===== config.mk =====
export PLATFORM = sky130hd
export DESIGN_NAME = gsm7_unpack_to_utf8
export DESIGN_NICKNAME = d
export VERILOG_FILES = /design/src/rtl/core/gsm7_pkg.sv /design/src/rtl/core/gsm7_front.sv /design/src/rtl/core/gsm7_queue.sv /design/src/rtl/core/gsm7_back.sv /design/src/rtl/core/gsm7_unpack_to_utf8.sv
export SDC_FILE = /design/constraint.sdc
export NUM_CORES = 1
export LEC_CHECK = 0
export BUFFER_PORTS_ARGS = -buffer_cell sky130_fd_sc_hd__clkbuf_2
export CAP_MARGIN = 20
export CELL_PAD_IN_SITES_DETAIL_PLACEMENT = 2
export CELL_PAD_IN_SITES_GLOBAL_PLACEMENT = 2
export CORE_MARGIN = 10
export CORE_UTILIZATION = 41
export CTS_BUF_LIST = sky130_fd_sc_hd__clkbuf_8 sky130_fd_sc_hd__clkbuf_16
export CTS_CLUSTER_SIZE = 12
export DETAILED_ROUTE_END_ITERATION = 12
export GPL_TIMING_DRIVEN = 0
export PLACE_DENSITY_LB_ADDON = 0.12
export SLEW_MARGIN = 20
export SYNTH_ARGS = -nofsm -noshare
export SYNTH_HDL_FRONTEND = slang
export SYNTH_HIERARCHICAL = 1
export SYNTH_SLANG_ARGS = --single-unit

===== constraint.sdc =====
create_clock -name clk -period 7.2 [get_ports clk]
set_input_delay 0 -clock clk [delete_from_list [all_inputs] [get_ports clk]]
set_output_delay 0 -clock clk [all_outputs]
set_load 0.01 [all_outputs]

===== src/rtl/core/gsm7_pkg.sv =====
`timescale 1ns / 1ps
`default_nettype none

package gsm7_pkg;

  localparam logic [6:0] ESC_SEPTET  = 7'h1B;
  localparam logic [6:0] CR_SEPTET   = 7'h0D;
  localparam logic [6:0] EURO_SEPTET = 7'h65;

  localparam int QUEUE_DEPTH = 4;
  localparam int QUEUE_AW    = $clog2(QUEUE_DEPTH);

  typedef struct packed {
    logic [7:0] packed_octet;
    logic       message_start;
    logic       final_octet;
  } in_word_t;

  typedef struct packed {
    logic [7:0] utf8_byte;
    logic       run_last;
    logic       text_complete;
  } out_word_t;

  // Septets taken from one octet; the first is always present in a record.
  typedef struct packed {
    logic [6:0] sa;
    logic       a_esc;
    logic       a_done;
    logic       b_valid;
    logic [6:0] sb;
    logic       b_esc;
    logic       b_done;
  } septet_rec_t;

  typedef struct packed {
    logic [1:0] n;
    logic [7:0] b0;
    logic [7:0] b1;
    logic [7:0] b2;
  } utf8_seq_t;

  // UTF-8 of each default-alphabet septet, first byte in the low half.
  localparam logic [15:0] BASIC_MAP [0:127] = '{
    16'h0040, 16'ha3c2, 16'h0024, 16'ha5c2, 16'ha8c3, 16'ha9c3, 16'hb9c3, 16'hacc3,
    16'hb2c3, 16'h87c3, 16'h000A, 16'h98c3, 16'hb8c3, 16'h000D, 16'h85c3, 16'ha5c3,
    16'h94ce, 16'h005F, 16'ha6ce, 16'h93ce, 16'h9bce, 16'ha9ce, 16'ha0ce, 16'ha8ce,
    16'ha3ce, 16'h98ce, 16'h9ece, 16'h001B, 16'h86c3, 16'ha6c3, 16'hb2ce, 16'h89c3,
    16'h0020, 16'h0021, 16'h0022, 16'h0023, 16'ha4c2, 16'h0025, 16'h0026, 16'h0027,
    16'h0028, 16'h0029, 16'h002A, 16'h002B, 16'h002C, 16'h002D, 16'h002E, 16'h002F,
    16'h0030, 16'h0031, 16'h0032, 16'h0033, 16'h0034, 16'h0035, 16'h0036, 16'h0037,
    16'h0038, 16'h0039, 16'h003A, 16'h003B, 16'h003C, 16'h003D, 16'h003E, 16'h003F,
    16'ha1c2, 16'h0041, 16'h0042, 16'h0043, 16'h0044, 16'h0045, 16'h0046, 16'h0047,
    16'h0048, 16'h0049, 16'h004A, 16'h004B, 16'h004C, 16'h004D, 16'h004E, 16'h004F,
    16'h0050, 16'h0051, 16'h0052, 16'h0053, 16'h0054, 16'h0055, 16'h0056, 16'h0057,
    16'h0058, 16'h0059, 16'h005A, 16'h84c3, 16'h96c3, 16'h91c3, 16'h9cc3, 16'ha7c2,
    16'hbfc2, 16'h0061, 16'h0062, 16'h0063, 16'h0064, 16'h0065, 16'h0066, 16'h0067,
    16'h0068, 16'h0069, 16'h006A, 16'h006B, 16'h006C, 16'h006D, 16'h006E, 16'h006F,
    16'h0070, 16'h0071, 16'h0072, 16'h0073, 16'h0074, 16'h0075, 16'h0076, 16'h0077,
    16'h0078, 16'h0079, 16'h007A, 16'ha4c3, 16'hb6c3, 16'hb1c3, 16'hbcc3, 16'ha0c3
  };

  function automatic utf8_seq_t map_septet(input logic [6:0] s, input logic escaped);
    utf8_seq_t r;
    r = '0;
    if (escaped) begin
      case (s)
        EURO_SEPTET: begin
          r.n  = 2'd3;
          r.b0 = 8'hE2;
          r.b1 = 8'h82;
          r.b2 = 8'hAC;
        end
        7'h14: begin r.n = 2'd1; r.b0 = 8'h5E; end
        7'h28: begin r.n = 2'd1; r.b0 = 8'h7B; end
        7'h29: begin r.n = 2'd1; r.b0 = 8'h7D; end
        7'h2F: begin r.n = 2'd1; r.b0 = 8'h5C; end
        7'h3C: begin r.n = 2'd1; r.b0 = 8'h5B; end
        7'h3D: begin r.n = 2'd1; r.b0 = 8'h7E; end
        7'h3E: begin r.n = 2'd1; r.b0 = 8'h5D; end
        7'h40: begin r.n = 2'd1; r.b0 = 8'h7C; end
        default: r.n = 2'd0;
      endcase
    end else if (s != ESC_SEPTET) begin
      r.b0 = BASIC_MAP[s][7:0];
      r.b1 = BASIC_MAP[s][15:8];
      r.n  = (r.b1 != 8'h00) ? 2'd2 : 2'd1;
    end
    return r;
  endfunction

endpackage

`default_nettype wire


===== src/rtl/core/gsm7_front.sv =====
`timescale 1ns / 1ps
`default_nettype none

module gsm7_front (
  input  wire                    clk,
  input  wire                    rst,
  input  wire                    in_valid,
  output logic                   in_stall,
  input  gsm7_pkg::in_word_t     in_data,
  input  wire                    cfg_valid,
  output logic                   cfg_ready,
  input  wire  [7:0]             cfg_data,
  output logic                   push,
  output gsm7_pkg::septet_rec_t  push_data,
  input  wire                    full
);
  import gsm7_pkg::*;

  logic [7:0] septet_limit;
  logic [7:0] prior_octet, prior_octet_next;
  logic [7:0] septet_index, septet_index_next;
  logic       escape_pending, escape_pending_next;
  logic       limit_reached, limit_reached_next;

  logic [7:0]  prior_eff, idx_eff, idx1, idx2;
  logic        esc_eff, lr_eff, esc1, esc2;
  logic        a_valid, b_valid, comp_a, comp_b;
  logic [2:0]  sh;
  logic [3:0]  shamt;
  logic [15:0] joined;
  logic [6:0]  sa, sb;
  logic        accept;

  assign cfg_ready = 1'b1;
  assign in_stall  = full;
  assign accept    = in_valid && !full;

  always_comb begin
    prior_eff = in_data.message_start ? 8'd0 : prior_octet;
    idx_eff   = in_data.message_start ? 8'd0 : septet_index;
    esc_eff   = in_data.message_start ? 1'b0 : escape_pending;
    lr_eff    = (in_data.message_start ? 1'b0 : limit_reached) || (idx_eff >= septet_limit);

    sh     = idx_eff[2:0];
    shamt  = 4'd8 - {1'b0, sh};
    joined = {in_data.packed_octet, prior_eff} >> shamt;
    sa     = joined[6:0];
    sb     = in_data.packed_octet[7:1];

    a_valid = !lr_eff;
    idx1    = idx_eff + 8'd1;
    comp_a  = idx1 >= septet_limit;
    esc1    = a_valid ? (!esc_eff && sa == ESC_SEPTET) : esc_eff;

    // A second septet sits in the top seven bits at shift six; drop a CR pad on the last octet
    b_valid = a_valid && sh == 3'd6 && !comp_a &&
              !(in_data.final_octet && sb == CR_SEPTET);
    idx2    = idx1 + 8'd1;
    comp_b  = idx2 >= septet_limit;
    esc2    = b_valid ? (!esc1 && sb == ESC_SEPTET) : esc1;

    prior_octet_next    = in_data.packed_octet;
    septet_index_next   = b_valid ? idx2 : (a_valid ? idx1 : idx_eff);
    escape_pending_next = esc2;
    limit_reached_next  = lr_eff || (a_valid && comp_a) || (b_valid && comp_b);

    push_data.sa      = sa;
    push_data.a_esc   = esc_eff;
    push_data.a_done  = comp_a;
    push_data.b_valid = b_valid;
    push_data.sb      = sb;
    push_data.b_esc   = esc1;
    push_data.b_done  = comp_b;
    push              = accept && a_valid;
  end

  always_ff @(posedge clk) begin
    if (rst) begin
      septet_limit   <= 8'd0;
      prior_octet    <= 8'd0;
      septet_index   <= 8'd0;
      escape_pending <= 1'b0;
      limit_reached  <= 1'b0;
    end else begin
      if (cfg_valid && cfg_ready) begin
        septet_limit <= cfg_data;
      end
      if (accept) begin
        prior_octet    <= prior_octet_next;
        septet_index   <= septet_index_next;
        escape_pending <= escape_pending_next;
        limit_reached  <= limit_reached_next;
      end
    end
  end

endmodule

`default_nettype wire


===== src/rtl/core/gsm7_queue.sv =====
`timescale 1ns / 1ps
`default_nettype none

module gsm7_queue (
  input  wire                    clk,
  input  wire                    rst,
  input  wire                    push,
  input  gsm7_pkg::septet_rec_t  push_data,
  input  wire                    pop,
  output gsm7_pkg::septet_rec_t  head,
  output logic                   full,
  output logic                   empty
);
  import gsm7_pkg::*;

  septet_rec_t         slots [QUEUE_DEPTH];
  logic [QUEUE_AW-1:0] wr_ptr, rd_ptr;
  logic [QUEUE_AW:0]   fill;

  assign full  = fill == (QUEUE_AW+1)'(QUEUE_DEPTH);
  assign empty = fill == '0;
  assign head  = slots[rd_ptr];

  always_ff @(posedge clk) begin
    if (push) begin
      slots[wr_ptr] <= push_data;
    end
  end

  always_ff @(posedge clk) begin
    if (rst) begin
      wr_ptr <= '0;
      rd_ptr <= '0;
      fill   <= '0;
    end else begin
      if (push) begin
        wr_ptr <= wr_ptr + 1'b1;
      end
      if (pop) begin
        rd_ptr <= rd_ptr + 1'b1;
      end
      case ({push, pop})
        2'b10:   fill <= fill + 1'b1;
        2'b01:   fill <= fill - 1'b1;
        default: fill <= fill;
      endcase
    end
  end

endmodule

`default_nettype wire


===== src/rtl/core/gsm7_back.sv =====
`timescale 1ns / 1ps
`default_nettype none

module gsm7_back (
  input  wire                    clk,
  input  wire                    rst,
  input  gsm7_pkg::septet_rec_t  head,
  input  wire                    empty,
  output logic                   pop,
  output logic                   out_valid,
  input  wire                    out_stall,
  output gsm7_pkg::out_word_t    out_data
);
  import gsm7_pkg::*;

  utf8_seq_t  ma, mb;
  logic [1:0] na, nb;
  logic [2:0] n_total, ptr, ptr_next, last_a;
  logic [7:0] seq [5];
  logic       load_ok, emit, at_end, tc;
  out_word_t  out_data_next;

  always_comb begin
    ma = map_septet(head.sa, head.a_esc);
    mb = map_septet(head.sb, head.b_esc);
    na = ma.n;
    nb = head.b_valid ? mb.n : 2'd0;
    n_total = {1'b0, na} + {1'b0, nb};
    last_a  = {1'b0, na} - 3'd1;

    case (na)
      2'd0: seq = '{mb.b0, mb.b1, mb.b2, 8'h00, 8'h00};
      2'd1: seq = '{ma.b0, mb.b0, mb.b1, mb.b2, 8'h00};
      2'd2: seq = '{ma.b0, ma.b1, mb.b0, mb.b1, mb.b2};
      default: seq = '{ma.b0, ma.b1, ma.b2, mb.b0, mb.b1};
    endcase

    load_ok = !out_valid || !out_stall;
    at_end  = ptr == n_total - 3'd1;
    tc      = (head.a_done && na != 2'd0 && ptr == last_a) ||
              (head.b_valid && head.b_done && nb != 2'd0 && at_end);
    emit    = !empty && load_ok && n_total != 3'd0;

    // drop a record that yields no bytes without touching the output
    pop      = !empty && (n_total == 3'd0 || (emit && at_end));
    ptr_next = (emit && !at_end) ? ptr + 3'd1 : 3'd0;
    if (!emit) begin
      ptr_next = ptr;
    end

    out_data_next.utf8_byte     = seq[ptr];
    out_data_next.run_last      = at_end;
    out_data_next.text_complete = tc;
  end

  always_ff @(posedge clk) begin
    if (rst) begin
      out_valid <= 1'b0;
      ptr       <= 3'd0;
    end else begin
      ptr <= ptr_next;
      if (load_ok) begin
        out_valid <= emit;
      end
    end
  end

  always_ff @(posedge clk) begin
    if (emit) begin
      out_data <= out_data_next;
    end
  end

endmodule

`default_nettype wire


===== src/rtl/core/gsm7_unpack_to_utf8.sv =====
`timescale 1ns / 1ps
`default_nettype none

// channel   handshake               word
// in        in_valid / in_stall     in_word_t: packed_octet, message_start, final_octet
// out       out_valid / out_stall   out_word_t: utf8_byte, run_last, text_complete
// cfg       cfg_valid / cfg_ready   cfg_data: septet_limit
//
// An octet is taken whenever the queue is not full; a four-entry septet queue decouples
// the input from the byte emitter, which sends one UTF-8 byte per cycle while out_stall
// is low; an octet yields 0 to 5 bytes, and a record with no bytes is popped unsent.
// Synchronous reset clears the unpack state, the septet limit and the queue.
// in_stall rises only when the queue is full; out_stall holds the output register.

module gsm7_unpack_to_utf8 (
  input  wire                  clk,
  input  wire                  rst,
  input  wire                  in_valid,
  output logic                 in_stall,
  input  gsm7_pkg::in_word_t   in_data,
  output logic                 out_valid,
  input  wire                  out_stall,
  output gsm7_pkg::out_word_t  out_data,
  input  wire                  cfg_valid,
  output logic                 cfg_ready,
  input  wire  [7:0]           cfg_data
);
  import gsm7_pkg::*;

  septet_rec_t push_data, head;
  logic        push, pop, full, empty;

  gsm7_front u_front (
    .clk       (clk),
    .rst       (rst),
    .in_valid  (in_valid),
    .in_stall  (in_stall),
    .in_data   (in_data),
    .cfg_valid (cfg_valid),
    .cfg_ready (cfg_ready),
    .cfg_data  (cfg_data),
    .push      (push),
    .push_data (push_data),
    .full      (full)
  );

  gsm7_queue u_queue (
    .clk       (clk),
    .rst       (rst),
    .push      (push),
    .push_data (push_data),
    .pop       (pop),
    .head      (head),
    .full      (full),
    .empty     (empty)
  );

  gsm7_back u_back (
    .clk       (clk),
    .rst       (rst),
    .head      (head),
    .empty     (empty),
    .pop       (pop),
    .out_valid (out_valid),
    .out_stall (out_stall),
    .out_data  (out_data)
  );

endmodule

`default_nettype wire


==> results.md <==
Status:
- The run finished, with violations left.
- The final reports fail on setup timing.

Critical path:
- The cell class contributing the biggest share of worst-path delay is adder cells.
- The highest net fanout along the worst path is 10.
- On the worst path, the slowest cell contributes a delay of around 0.49 ns.
- The number of cells on the worst reg-to-reg path is 29.
- The largest individual stage delay along the critical path comes from the cell mux4_2.
- The buffering stage count on the worst path with inverters included is 7.
- The worst setup path is launched from a flip-flop.
- At the worst endpoint, the required time is 7.55 ns.
- The cell that appears most often on the critical path is ha_1.
- The critical path class is reg2reg.
- The cell depth of the worst setup path is 29.
- The arrival time reported for the critical path endpoint is 7.71 ns.
- The worst setup path is captured at a flip-flop.

STA:
- The normalized max-slew margin is 20.3%.
- The worst-case hold slack is ~0.13 ns.
- For the pin with the worst max-slew slack, the measured transition is between 1 and 1.5 ns.
- The worst path in the final design needs a cycle of 7.35 ns, including I/O delays and setup.
- The worst path setup slack after routing is -0.155 ns.
- Setup violations remaining at the end of the flow were counted as 1.
- The final-report max-slew violation count came to 0.
- The final cycle utilization of the critical path is 102%.
- The count of final hold-check violations is 0.
- The maximum frequency from static timing analysis is ~0.14 GHz.
- The post-route setup TNS is -0.155 ns.
- Clock skew on the completed layout was measured at 0.0131 ns.

Logic synthesis:
- The proportion of register bits with asynchronous set or reset after synthesis is 0%.
- A synthesized cell averages 9.23 um^2.
- Summing the areas of all and, or, nand and nor instances in the mapped netlist gives 19.6% of the synthesized area.
- Yosys mapped a number of flops with a built-in enable equal to between 80 and 90.
- The count of cell types in the netlist is between 100 and 150.
- The flip-flop cell with the highest count after synthesis is edfxtp_1.
- The number of storage elements in the synthesis netlist is 125.
- The net count after synthesis is ~1200.
- The fraction of the yosys area taken by sequential cells is 32.0%.
- Counting every instance in the synthesized netlist gives between 1000 and 1500.
- The synthesized netlist devotes a little over a fifth of its cell area to compound gates.
- Multiplexer cells account for 10.5% of the synthesized area.
- The synthesized area is 10500 um^2.
- By area, the combinational part of the netlist is dominated by compound AO/OA/AOI/OAI gates.
- In this run the biggest area consumer among cell types represents 24.5% of the synthesized area.
- In the post-synthesis netlist, the biggest area contributors are edfxtp_1 25%, dfxtp_1 7.4%, ha_1 5.9%.
- The count of warnings emitted by yosys is 6.
- Yosys instantiated no cell more often than nand2_1.
- The synthesized netlist devotes 6.33% of its cell area to adder and majority cells.
- The xor/xnor cell area share of the yosys netlist is 2.32%.
- The most area-hungry cell type in the Yosys netlist is edfxtp_1.
- The commonest cells after synthesis are 87 x nand2_1, 86 x edfxtp_1, 85 x a21oi_1, 79 x nor2_1, 50 x ha_1.

Cells and area:
- The total number of nets in the final design is 1300.
- The post-route standard cell area excluding fillers is 12200 um^2.
- Fill cells in the final layout number 2634.
- Relative to the synthesized area, the layout overhead comes to 15.9%.
- The multi-input combinational cell area is about 6500 um^2.
- Registers take 3360 um^2.
- Of the cells placed in the final design, the portion with a size suffix greater than 1 is about 20%.
- The number of inserted diodes is 0.

Pwr:
- The total power per unit cell area is a little under 400 nW/um^2.
- The post-route total power is 4.81 mW.
- For this design the static power due to leakage is 4.52 nW.
- The worst ir drop on vdd is 0.180 mV.

Drt:
- Detailed routing inserted a total of between 10000 and 15000 vias.
- In the routed design, unresolved DRC markers number 0.
- The detailed router's first-iteration violation count is 1024.
- The final wirelength is between 40000 and 50000 um.
- The average wire length per cell after detail routing is between 30 and 40 um.
- The detail route stage leaves a number of antenna-violating nets equal to 0.
- The number of detailed-route iterations in the first pass is 5.
- Using the TritonRoute via totals, the vias-per-cell ratio works out to 6.73.

Job:
- The number of max-capacitance violations reported is 0.

Clock tree:
- The deepest level of the CTS H-tree is 4.
- The number of clock sinks is between 100 and 150.
- TritonCTS created 17 clock buffers.
- The library cell used as clock root buffer is clkbuf_16.
- The CTS tree is yes.
- The maximum clock path buffer count is 2.
- After clock tree synthesis, the clock-pin slew on the worst setup and hold paths is 0.07 ns.
- The clock network latency to the later pin of the worst-skew pair is ~0.44 ns.

Place:
- At the end of routability-driven placement, the weighted congestion stood at 0.931.
- The final HPWL from detailed placement is 31000 um.
- The quantity of I/O buffers inserted on ports is 33.
- The cell area reported after detailed placement is 11100 um^2.

Worst hold path:
- The worst hold path passes through 3 cells.
- The path class of the tightest hold or removal check is in2reg.

GRT:
- Entering global routing, the biggest net connects 20 pins.
- The number of global-route vias before repair is about 11000.
- The initial antenna violation count was 0.
- The total congestion overflow is 0.
- The wire length of the first global-routing pass is 69900 um.
- For this run, the total global-route usage over all layers was measured as 27.2%.

Die:
- The row count is 58.
- In this run the count of I/O pins placed on the die edge is 36.
- The area of the placeable core is 25200 um^2.
- The overall die area is ~32000 um^2.
- The overall die height is about 180 um.
- The initial core utilization is 41.8%.
- The floorplan step set the die width to 180 um.
## tightest hold or removal path, cell delays in order
cell      delay [ns]
clkbuf_1        0.27
mux2i_1         0.19
nor2_1          0.07
## report_power, final
group          internal (mW)  leakage [nW]  switching, mW
Combinational           1.02          3.13           1.92
Sequential             0.932          1.12         0.0643
Clock                  0.480         0.272          0.392
## metrics by stage
step                      cells  util, %  setup WS, ns
final                      1568     48.4        -0.155
after global routing       1568     48.4        -0.317
after detailed placement   1503     44.1         -1.37
after global placement     1503     44.1        -0.871
after floorplan            1140        -         0.855
after CTS                  1558     47.6        0.0503
## state kept, by name (all words and copies together) (netlist names), named ones only
signal                  count
u_front/escape_pending      1
u_back/out_data            10
u_queue/fill                3
u_queue/rd_ptr              2
u_back/out_valid            1
u_queue/slots              76
u_back/ptr                  3
u_front/limit_reached       1
u_queue/wr_ptr              2
u_front/septet_limit        8
u_front/septet_index        8
u_front/prior_octet         8
## cells by family (layout without fill, tap and decap cells)
group	count (synthesis)	in the layout
buf+inv	154	252
simple gates	383	383
other cells	1	1
mux	65	65
compound gates	333	333
flops	125	125
xor+xnor	27	27
fa+ha+maj	52	52
## placed cells by master, fill, tap and decap left out, types with 16 or more instances in the layout
| cell | Yosys | layout |
|---|---|---|
| nand2_1 | 87 | 86 |
| edfxtp_1 | 86 | 86 |
| a21oi_1 | 85 | 81 |
| nor2_1 | 79 | 75 |
| buf_4 | 27 | 48 |
| o21ai_0 | 46 | 46 |
| ha_1 | 50 | 45 |
| inv_1 | 45 | 40 |
| dfxtp_1 | 39 | 39 |
| clkbuf_2 | 0 | 34 |
| nand3_1 | 34 | 34 |
| clkbuf_1 | 35 | 29 |
| buf_2 | 32 | 28 |
| mux2i_1 | 28 | 28 |
| mux4_2 | 24 | 26 |
| nor3_1 | 26 | 25 |
| nand2b_1 | 25 | 25 |
| nor2b_1 | 20 | 19 |
| dlygate4sd3_1 | 0 | 18 |
| clkbuf_16 | 0 | 17 |
| a211oi_1 | 19 | 17 |
| a31oi_1 | 18 | 16 |
| o211ai_1 | 16 | 16 |
## routing by layer
layer	share of wire, %	vias to the layer above	GRT usage, %
met5	0	-	0
met4	3.8	0	12.6
met3	5.6	125	3.69
met2	50	490	46.0
met1	41	5464	33.6
li1	-	4475	-
## worst paths after layout
check	to	start	slack, ns
worst min-delay path	u_front/septet_limit[2]$_SDFFE_PP0P_	cfg_valid	0.13
worst max register to register	u_queue/fill[2]$_SDFFE_PP0P_	flip-flop	-0.15
worst max-delay path	u_queue/fill[2]$_SDFFE_PP0P_	flip-flop	-0.15
worst min register to register	u_front/prior_octet[0]$_SDFFE_PP0P_	u_front/prior_octet[0]$_SDFFE_PP0P_	0.46
## area by class of cell
cell class,instances,share of cell area (%)
clock inverters,15,1.16
flip-flops and latches,125,27.6
inverters,49,1.66
repair buffers,67,3.82
well taps,330,3.39
plain buffers,104,5.26
multi-input cells,861,53.7
clock buffers,17,3.49
## timing repair
action                                 CTS  global route
pin swaps                                4             8
gates resized for setup                 36            29
hold buffers                            18             0
setup endpoints to repair               11             2
buffers inserted                         6            10
cloned                                   0             0
endpoints found under the hold margin   25             0
Note: power is estimated with default switching activity, not from simulation.
